==> config.mk <==
export PLATFORM = sky130hd
export DESIGN_NAME = hsv_to_rgb_packed_flat
export DESIGN_NICKNAME = d
export VERILOG_FILES = /design/src/design/hsvrgb_pkg.sv /design/src/design/hsvrgb_in_if.sv /design/src/design/hsvrgb_out_if.sv /design/src/design/hsv_to_rgb_packed.sv /design/src/design/hsvrgb_clamp.sv /design/src/flat_wrapper.sv
export SDC_FILE = /design/constraint.sdc
export NUM_CORES = 2
export LEC_CHECK = 0
export ABC_AREA = 0
export BUFFER_PORTS_ARGS = -buffer_cell sky130_fd_sc_hd__buf_2
export CORE_UTILIZATION = 34
export DETAILED_ROUTE_END_ITERATION = 10
export SLEW_MARGIN = 20
export SYNTH_ARGS = -nofsm -noshare
export SYNTH_HDL_FRONTEND = slang
export SYNTH_HIERARCHICAL = 1
export SYNTH_SLANG_ARGS = --single-unit
==> constraint.sdc <==
create_clock -name clk -period 7.7 [get_ports clk]
set_clock_uncertainty 0.05 [all_clocks]
set_input_delay 0.77 -clock clk [delete_from_list [all_inputs] [get_ports clk]]
set_output_delay 0.77 -clock clk [all_outputs]
set_load 0.05 [all_outputs]
==> src/design/hsvrgb_pkg.sv <==
// ----------------------------------------------------------------------------
// hsvrgb_pkg
// Shared widths, defaults and the hue sextant code for the HSV to packed
// RGBA converter.
// ----------------------------------------------------------------------------
package hsvrgb_pkg;

    localparam int IN_W          = 18;  // width of each signed input field
    localparam int OUT_W         = 32;  // packed A/B/G/R word
    localparam int BYTE_W        = 8;
    localparam int FRAC_BITS_DEF = 16;

    // Hue sextant, red at the start of the circle
    typedef enum logic [2:0] {
        SEXT_RED_YEL = 3'd0,
        SEXT_YEL_GRN = 3'd1,
        SEXT_GRN_CYN = 3'd2,
        SEXT_CYN_BLU = 3'd3,
        SEXT_BLU_MAG = 3'd4,
        SEXT_MAG_RED = 3'd5
    } sextant_t;

endpackage

==> src/design/hsvrgb_in_if.sv <==
// ----------------------------------------------------------------------------
// hsvrgb_in_if
// Input channel: one HSV plus alpha quadruple per transaction.
// ----------------------------------------------------------------------------
interface hsvrgb_in_if;

    logic                                    valid;
    logic                                    ready;
    logic signed [hsvrgb_pkg::IN_W-1:0]      hue;
    logic signed [hsvrgb_pkg::IN_W-1:0]      saturation;
    logic signed [hsvrgb_pkg::IN_W-1:0]      brightness;
    logic signed [hsvrgb_pkg::IN_W-1:0]      alpha;

    modport source (output valid, output hue, output saturation, output brightness,
                    output alpha, input ready);
    modport sink   (input valid, input hue, input saturation, input brightness,
                    input alpha, output ready);

endinterface

==> src/design/hsvrgb_out_if.sv <==
// ----------------------------------------------------------------------------
// hsvrgb_out_if
// Output channel: one packed color word per transaction.
// ----------------------------------------------------------------------------
interface hsvrgb_out_if;

    logic                            valid;
    logic                            ready;
    logic [hsvrgb_pkg::OUT_W-1:0]    packed_color;

    modport source (output valid, output packed_color, input ready);
    modport sink   (input valid, input packed_color, output ready);

endinterface

==> src/design/hsv_to_rgb_packed.sv <==
// Throughput: one transaction per cycle unless the output stalls; five register
// stages (clamp, hue split and p product, S*f products, q/t products, channel
// select and byte scale). Each stage holds while the stage after it is full
// and stalled; bubbles close. Reset (rst_n low, asynchronous) clears all stage
// valid bits; data regs keep X.
// ----------------------------------------------------------------------------
// hsv_to_rgb_packed
// HSV plus alpha in signed fixed point to a packed A/B/G/R 32-bit color word.
// ----------------------------------------------------------------------------
module hsv_to_rgb_packed #(
    parameter int FRAC_BITS = hsvrgb_pkg::FRAC_BITS_DEF
) (
    input  logic                 clk,
    input  logic                 rst_n,
    hsvrgb_in_if.sink            hsv,
    hsvrgb_out_if.source         rgb
);

    localparam int UW     = FRAC_BITS + 1;         // unit value 0..ONE
    localparam int HW     = FRAC_BITS + 3;         // hue * 6
    localparam int PW     = 2 * UW;                // full product
    localparam int BYTE_W = hsvrgb_pkg::BYTE_W;
    localparam int BW     = UW + BYTE_W;           // x * 255
    localparam logic [UW-1:0] ONE       = UW'(1) << FRAC_BITS;
    localparam logic [2:0]    HUE_WRAP  = 3'd6;    // hue of exactly one

    // x * 255 >> FRAC_BITS, x in 0..ONE
    function automatic logic [BYTE_W-1:0] to_byte(input logic [UW-1:0] x);
        logic [BW-1:0] prod;
        prod = {x, {BYTE_W{1'b0}}} - BW'(x);
        return prod[FRAC_BITS +: BYTE_W];
    endfunction

    // stage handshake
    logic vld1_reg, vld2_reg, vld3_reg, vld4_reg, vld5_reg;
    logic adv1, adv2, adv3, adv4, adv5;

    assign adv5      = !vld5_reg || rgb.ready;
    assign adv4      = !vld4_reg || adv5;
    assign adv3      = !vld3_reg || adv4;
    assign adv2      = !vld2_reg || adv3;
    assign adv1      = !vld1_reg || adv2;
    assign hsv.ready = adv1;

    always_ff @(posedge clk or negedge rst_n)
    begin
        if (!rst_n)
        begin
            vld1_reg <= 1'b0;
            vld2_reg <= 1'b0;
            vld3_reg <= 1'b0;
            vld4_reg <= 1'b0;
            vld5_reg <= 1'b0;
        end
        else
        begin
            if (adv1) vld1_reg <= hsv.valid;
            if (adv2) vld2_reg <= vld1_reg;
            if (adv3) vld3_reg <= vld2_reg;
            if (adv4) vld4_reg <= vld3_reg;
            if (adv5) vld5_reg <= vld4_reg;
        end
    end

    // ---------------- stage 1: clamp ----------------
    logic [UW-1:0] h1_next, s1_next, v1_next, a1_next;
    logic [UW-1:0] h1_reg,  s1_reg,  v1_reg,  a1_reg;

    hsvrgb_clamp #(.FRAC_BITS(FRAC_BITS)) u_clamp_h (.raw(hsv.hue),        .val(h1_next));
    hsvrgb_clamp #(.FRAC_BITS(FRAC_BITS)) u_clamp_s (.raw(hsv.saturation), .val(s1_next));
    hsvrgb_clamp #(.FRAC_BITS(FRAC_BITS)) u_clamp_v (.raw(hsv.brightness), .val(v1_next));
    hsvrgb_clamp #(.FRAC_BITS(FRAC_BITS)) u_clamp_a (.raw(hsv.alpha),      .val(a1_next));

    always_ff @(posedge clk)
    begin
        if (adv1)
        begin
            h1_reg <= h1_next;
            s1_reg <= s1_next;
            v1_reg <= v1_next;
            a1_reg <= a1_next;
        end
    end

    // ---------------- stage 2: hue split, p product, alpha byte ----------------
    logic [HW-1:0]          hh;
    logic [2:0]             hue_int;
    hsvrgb_pkg::sextant_t   sext2_next, sext2_reg;
    logic [FRAC_BITS-1:0]   f2_next, f2_reg;
    logic [UW-1:0]          omf2_next, omf2_reg;
    logic [PW-1:0]          pprod2_next, pprod2_reg;
    logic [UW-1:0]          s2_reg, v2_reg;
    logic [BYTE_W-1:0]      abyte2_next, abyte2_reg;

    assign hh          = {h1_reg, 2'b00} + HW'({h1_reg, 1'b0});
    assign hue_int     = hh[HW-1:FRAC_BITS];
    assign sext2_next  = (hue_int == HUE_WRAP) ? hsvrgb_pkg::SEXT_RED_YEL
                                               : hsvrgb_pkg::sextant_t'(hue_int);
    assign f2_next     = hh[FRAC_BITS-1:0];
    assign omf2_next   = ONE - UW'(f2_next);
    assign pprod2_next = PW'(v1_reg) * PW'(ONE - s1_reg);
    assign abyte2_next = to_byte(a1_reg);

    always_ff @(posedge clk)
    begin
        if (adv2)
        begin
            sext2_reg  <= sext2_next;
            f2_reg     <= f2_next;
            omf2_reg   <= omf2_next;
            pprod2_reg <= pprod2_next;
            s2_reg     <= s1_reg;
            v2_reg     <= v1_reg;
            abyte2_reg <= abyte2_next;
        end
    end

    // ---------------- stage 3: S*f and S*(1-f) ----------------
    logic [PW-1:0]          sf_prod, snf_prod;
    logic [UW-1:0]          sf3_next, snf3_next, p3_next;
    logic [UW-1:0]          sf3_reg, snf3_reg, p3_reg, v3_reg;
    hsvrgb_pkg::sextant_t   sext3_reg;
    logic [BYTE_W-1:0]      abyte3_reg;

    assign sf_prod   = PW'(s2_reg) * PW'(f2_reg);
    assign snf_prod  = PW'(s2_reg) * PW'(omf2_reg);
    assign sf3_next  = sf_prod[FRAC_BITS +: UW];
    assign snf3_next = snf_prod[FRAC_BITS +: UW];
    assign p3_next   = pprod2_reg[FRAC_BITS +: UW];

    always_ff @(posedge clk)
    begin
        if (adv3)
        begin
            sf3_reg    <= sf3_next;
            snf3_reg   <= snf3_next;
            p3_reg     <= p3_next;
            v3_reg     <= v2_reg;
            sext3_reg  <= sext2_reg;
            abyte3_reg <= abyte2_reg;
        end
    end

    // ---------------- stage 4: q and t ----------------
    logic [PW-1:0]          q_prod, t_prod;
    logic [UW-1:0]          q4_next, t4_next;
    logic [UW-1:0]          q4_reg, t4_reg, p4_reg, v4_reg;
    hsvrgb_pkg::sextant_t   sext4_reg;
    logic [BYTE_W-1:0]      abyte4_reg;

    assign q_prod  = PW'(v3_reg) * PW'(ONE - sf3_reg);
    assign t_prod  = PW'(v3_reg) * PW'(ONE - snf3_reg);
    assign q4_next = q_prod[FRAC_BITS +: UW];
    assign t4_next = t_prod[FRAC_BITS +: UW];

    always_ff @(posedge clk)
    begin
        if (adv4)
        begin
            q4_reg     <= q4_next;
            t4_reg     <= t4_next;
            p4_reg     <= p3_reg;
            v4_reg     <= v3_reg;
            sext4_reg  <= sext3_reg;
            abyte4_reg <= abyte3_reg;
        end
    end

    // ---------------- stage 5: channel select, byte scale, pack ----------------
    logic [UW-1:0]          red, green, blue;
    logic [hsvrgb_pkg::OUT_W-1:0] color_next, color_reg;

    always_comb
    begin
        unique case (sext4_reg)
            hsvrgb_pkg::SEXT_RED_YEL:
            begin
                red = v4_reg; green = t4_reg; blue = p4_reg;
            end
            hsvrgb_pkg::SEXT_YEL_GRN:
            begin
                red = q4_reg; green = v4_reg; blue = p4_reg;
            end
            hsvrgb_pkg::SEXT_GRN_CYN:
            begin
                red = p4_reg; green = v4_reg; blue = t4_reg;
            end
            hsvrgb_pkg::SEXT_CYN_BLU:
            begin
                red = p4_reg; green = q4_reg; blue = v4_reg;
            end
            hsvrgb_pkg::SEXT_BLU_MAG:
            begin
                red = t4_reg; green = p4_reg; blue = v4_reg;
            end
            default:
            begin
                red = v4_reg; green = p4_reg; blue = q4_reg;
            end
        endcase
    end

    assign color_next = {abyte4_reg, to_byte(blue), to_byte(green), to_byte(red)};

    always_ff @(posedge clk)
    begin
        if (adv5)
            color_reg <= color_next;
    end

    assign rgb.valid        = vld5_reg;
    assign rgb.packed_color = color_reg;

endmodule

==> src/design/hsvrgb_clamp.sv <==
// ----------------------------------------------------------------------------
// hsvrgb_clamp
// Clamps a signed fixed-point input to the unit range 0..ONE.
// ----------------------------------------------------------------------------
module hsvrgb_clamp #(
    parameter int FRAC_BITS = hsvrgb_pkg::FRAC_BITS_DEF
) (
    input  logic signed [hsvrgb_pkg::IN_W-1:0] raw,
    output logic        [FRAC_BITS:0]          val
);

    localparam int IN_W = hsvrgb_pkg::IN_W;
    // compare width: holds the raw magnitude and ONE with room to spare
    localparam int CW   = (IN_W > FRAC_BITS + 1) ? IN_W : FRAC_BITS + 2;
    localparam logic [CW-1:0]        ONE_C = CW'(1) << FRAC_BITS;
    localparam logic [FRAC_BITS:0]   ONE   = (FRAC_BITS + 1)'(1) << FRAC_BITS;

    logic [CW-1:0] ext;

    assign ext = CW'($unsigned(raw));

    always_comb
    begin
        if (raw[IN_W-1])
            val = '0;
        else if (ext > ONE_C)
            val = ONE;
        else
            val = ext[FRAC_BITS:0];
    end

endmodule
==> src/flat_wrapper.sv <==
// flat-port wrapper written by rule: the top's interface ports become plain ports
module hsv_to_rgb_packed_flat 
#(
    parameter int FRAC_BITS = hsvrgb_pkg::FRAC_BITS_DEF
)
  (clk, rst_n, hsv_valid, hsv_hue, hsv_saturation, hsv_brightness, hsv_alpha, hsv_ready, rgb_valid, rgb_packed_color, rgb_ready);
  hsvrgb_in_if hsv_i ();
  hsvrgb_out_if rgb_i ();
  input  logic clk;
  input  logic rst_n;
  input wire logic [$bits(hsv_i.valid)-1:0] hsv_valid;
  input wire logic [$bits(hsv_i.hue)-1:0] hsv_hue;
  input wire logic [$bits(hsv_i.saturation)-1:0] hsv_saturation;
  input wire logic [$bits(hsv_i.brightness)-1:0] hsv_brightness;
  input wire logic [$bits(hsv_i.alpha)-1:0] hsv_alpha;
  output wire logic [$bits(hsv_i.ready)-1:0] hsv_ready;
  output wire logic [$bits(rgb_i.valid)-1:0] rgb_valid;
  output wire logic [$bits(rgb_i.packed_color)-1:0] rgb_packed_color;
  input wire logic [$bits(rgb_i.ready)-1:0] rgb_ready;
  assign hsv_i.valid = hsv_valid;
  assign hsv_i.hue = hsv_hue;
  assign hsv_i.saturation = hsv_saturation;
  assign hsv_i.brightness = hsv_brightness;
  assign hsv_i.alpha = hsv_alpha;
  assign hsv_ready = hsv_i.ready;
  assign rgb_valid = rgb_i.valid;
  assign rgb_packed_color = rgb_i.packed_color;
  assign rgb_i.ready = rgb_ready;
  hsv_to_rgb_packed #(.FRAC_BITS(FRAC_BITS)) u_core (.clk(clk), .rst_n(rst_n), .hsv(hsv_i), .rgb(rgb_i));
endmodule
==> impl_metrics.env <==
export IMPL_outcome="finished, final reports clean"
export IMPL_synth_top_family_by_area="adder cells"
export IMPL_die_area_mm2=0.183
export IMPL_synth_area_leaders="fa_1, edfxtp_1, ha_1"
export IMPL_routed_wl_um=155000
export IMPL_rsz0062_at_grt="true"
export IMPL_synthFlopType="edfxtp_1"
export IMPL_die_height_um=428
export IMPL_grt_max_degree=81
export IMPL_place_gp_congestion=0.896
export IMPL_vias=42572
export IMPL_synth_top_area_share_pct=36.3
export IMPL_synth_simple_area_share_pct=15.9
export IMPL_dpl_cell_count=8750
export IMPL_die_x_um=428
export IMPL_critPathCaptureType="flop"
export IMPL_fin_tns_setup_ns=0
export IMPL_ys_warn_count=6
export IMPL_wl_per_cell_um=17.5
export IMPL_period_minus_slack_ns=7.64
export IMPL_crit_path_start_kind="flop"
export IMPL_layout_nets=8248
export IMPL_synth_xor_area_share_pct=2.72
export IMPL_grt_usage_pct=17.1
export IMPL_path_clk_slew_ns=0.06
export IMPL_cpPeakStageDelay_ns=0.57
export IMPL_grt_pass1_vias=45792
export IMPL_critPathMaxFanout=5
export IMPL_syn_inst=6362
export IMPL_async_flop_share_pct=1.41
export IMPL_period_share_pct=99.2
export IMPL_cts_tree="done"
export IMPL_core_area_mm2=0.179
export IMPL_yosys_area_top_type="fa_1"
export IMPL_clock_sinks=355
export IMPL_yosysUniqueCellTypes=93
export IMPL_cp_slowest_cell="or4_4"
export IMPL_tightestPinTransition_ns=1.06
export IMPL_dpl_hpwl_um=126000
export IMPL_htree_num_levels=2
export IMPL_fin_cells=8845
export IMPL_hold_start="hsv_valid"
export IMPL_synthMostInstantiatedCell="inv_1"
export IMPL_grt_first_pass_wirelength_um=249000
export IMPL_seqCellArea_mm2=0.0106
export IMPL_io_pins=110
export IMPL_multiInputGateArea_mm2=0.0449
export IMPL_finalMaxSlewViolations=0
export IMPL_r2r_setup_slack_ns=0.06
export IMPL_crit_type="flop to flop"
export IMPL_r2r_start="u_core/sf3_reg[3]"
export IMPL_worst_ep_arrival_time_ns=7.93
export IMPL_clock_fmax_mhz=131
export IMPL_worstSkewPairLatency_ns=0.60
export IMPL_synth_seq_cells=355
export IMPL_clockBufferDepth=3
export IMPL_finalSetupViolCount=0
export IMPL_hold_viol_final=0
export IMPL_drt_vias_per_instance=4.81
export IMPL_synth_compound_area_share_pct=4.27
export IMPL_postSynthAreaPerCell_um2=9.69
export IMPL_worstRegToRegCells=25
export IMPL_r2r_end="u_core/q4_reg[16]"
export IMPL_port_buffers=109
export IMPL_grt_overflow=0
export IMPL_max_slew_margin_pct=28.7
export IMPL_fillerInstances=17883
export IMPL_cap_violations=0
export IMPL_synth_fp_nets=8152
export IMPL_synth_mux_area_fraction_pct=0.881
export IMPL_fin_ws_ns=0.0601
export IMPL_drc=0
export IMPL_antenna_found_initial=1
export IMPL_largest_reg_flops=32
export IMPL_crit_start="u_core/sf3_reg[3]"
export IMPL_initial_core_util_pct=34.4
export IMPL_drtAntennaViolNets=0
export IMPL_dr_first_iter_drc_count=2757
export IMPL_first_pass_iters=8
export IMPL_rows=155
export IMPL_root_buffer="clkbuf_16"
export IMPL_min_path_type="input pin to flop"
export IMPL_synth_common_cells="inv_1, fa_1, nand2_1"
export IMPL_final_layout_size_suffix_gt1_share_pct=9.17
export IMPL_synth_edf_count=350
export IMPL_required_ns=7.99
export IMPL_crit_end="u_core/q4_reg[16]"
export IMPL_synth_fa_ha_area_share_pct=48.4
export IMPL_synth_area_mm2=0.0616
export IMPL_ys_seq_area_share_pct=17.3
export IMPL_cts_buffers_inserted=41
export IMPL_final_util_pct=37.8
export IMPL_place_ws_ns=-0.136
export IMPL_area_delta_synth_final_pct=9.85
export IMPL_path_common_cell="fa_1"
[layer usage]
metal	vias up	share of wire, %	wire [um]	GRT usage [%]
met2	1114	47	73300	28.7
met5	-	0	0	0
met1	21692	44	68300	23.2
met3	206	5.5	8550	1.90
li1	19560	-	-	-
met4	0	2.9	4540	5.06
[cell usage in the layout (no fill, tap or decap), types with 10 or more instances in the layout]
cell	Yosys	routed
a211oi_1	18	17
a21o_1	39	39
a21oi_1	120	115
and2_1	492	491
and3_1	19	19
buf_12	1	18
buf_2	19	109
buf_4	6	205
buf_6	7	10
clkbuf_16	0	41
clkinv_1	0	10
edfxtp_1	350	350
fa_1	1117	1111
ha_1	597	594
inv_1	1410	1405
mux2_2	10	10
mux2i_1	43	43
nand2_1	956	953
nand2b_1	23	22
nand3_1	35	34
nand4_1	20	20
nor2_1	149	142
nor2b_1	29	29
nor3_1	46	41
nor3b_1	34	33
nor3b_2	41	42
nor4_1	28	23
o211ai_1	12	12
o21a_1	28	28
o21ai_0	68	67
o21bai_1	11	11
or2_2	36	35
or3_1	11	10
xnor2_1	136	125
xnor2_2	2	12
xor2_1	52	48
[worst min path at each step]
stage / to / slack [ns] / depth (start not counted)
detailed placement: u_core/abyte4_reg[5] / 0.35 / 0
CTS: u_core/vld1_reg / 0.27 / 2
finish: u_core/vld1_reg / 0.31 / 2
global placement: u_core/v3_reg[2] / 0.35 / 0
global route: u_core/vld1_reg / 0.28 / 2
floorplan: u_core/abyte3_reg[0] / 0.35 / 0
[cells by family after synthesis]
logic type / Yosys count
buffers and inverters: 1702
xor gates and xnor gates: 190
muxes: 53
adders and majority gates: 1714
AOI/OAI and AO/OA: 388
and+or+nand+nor: 1960
DFF: 355
[critical path, delay by kind of cell (launching register included)]
kind / cells / cell delay, ns
flip-flops: 1 / 0.38
buffers and inverters: 5 / 0.50
AND/OR/NAND/NOR: 4 / 1.04
XOR/XNOR: 1 / 0.14
AO/OA/AOI/OAI: 7 / 1.81
multiplexers: 1 / 0.23
adder cells (fa/ha/maj): 7 / 3.23
[cell type report]
cell class	instances	share of cell area, %
clock inverters	28	0.401
inverters	1410	7.82
multi-input cells	4305	66.3
flip-flops and latches	355	15.7
repair buffers	345	3.85
clock buffers	46	1.54
diodes	1	0.00370
well taps	2355	4.35
[through the flow]
stage               cell area, um2  hold WS, ns
floorplan                    61600        0.350
global placement             65800        0.351
detailed placement           65800        0.355
CTS                          67100        0.272
global route                 67700        0.282
finish                       67700        0.313
[repair_timing]
| item | in CTS | in global routing |
|---|---|---|
| gates resized for setup | 3 | 80 |
| pin swaps | 0 | 40 |
| hold buffers | 1 | 0 |
| endpoints found under the hold margin | 5 | 0 |
| endpoints found under the setup margin | 2 | 24 |
| setup buffers | 0 | 17 |
Power is not shown: default switching activity piles up to over one toggle a cycle in this logic, so the estimate is an artifact.
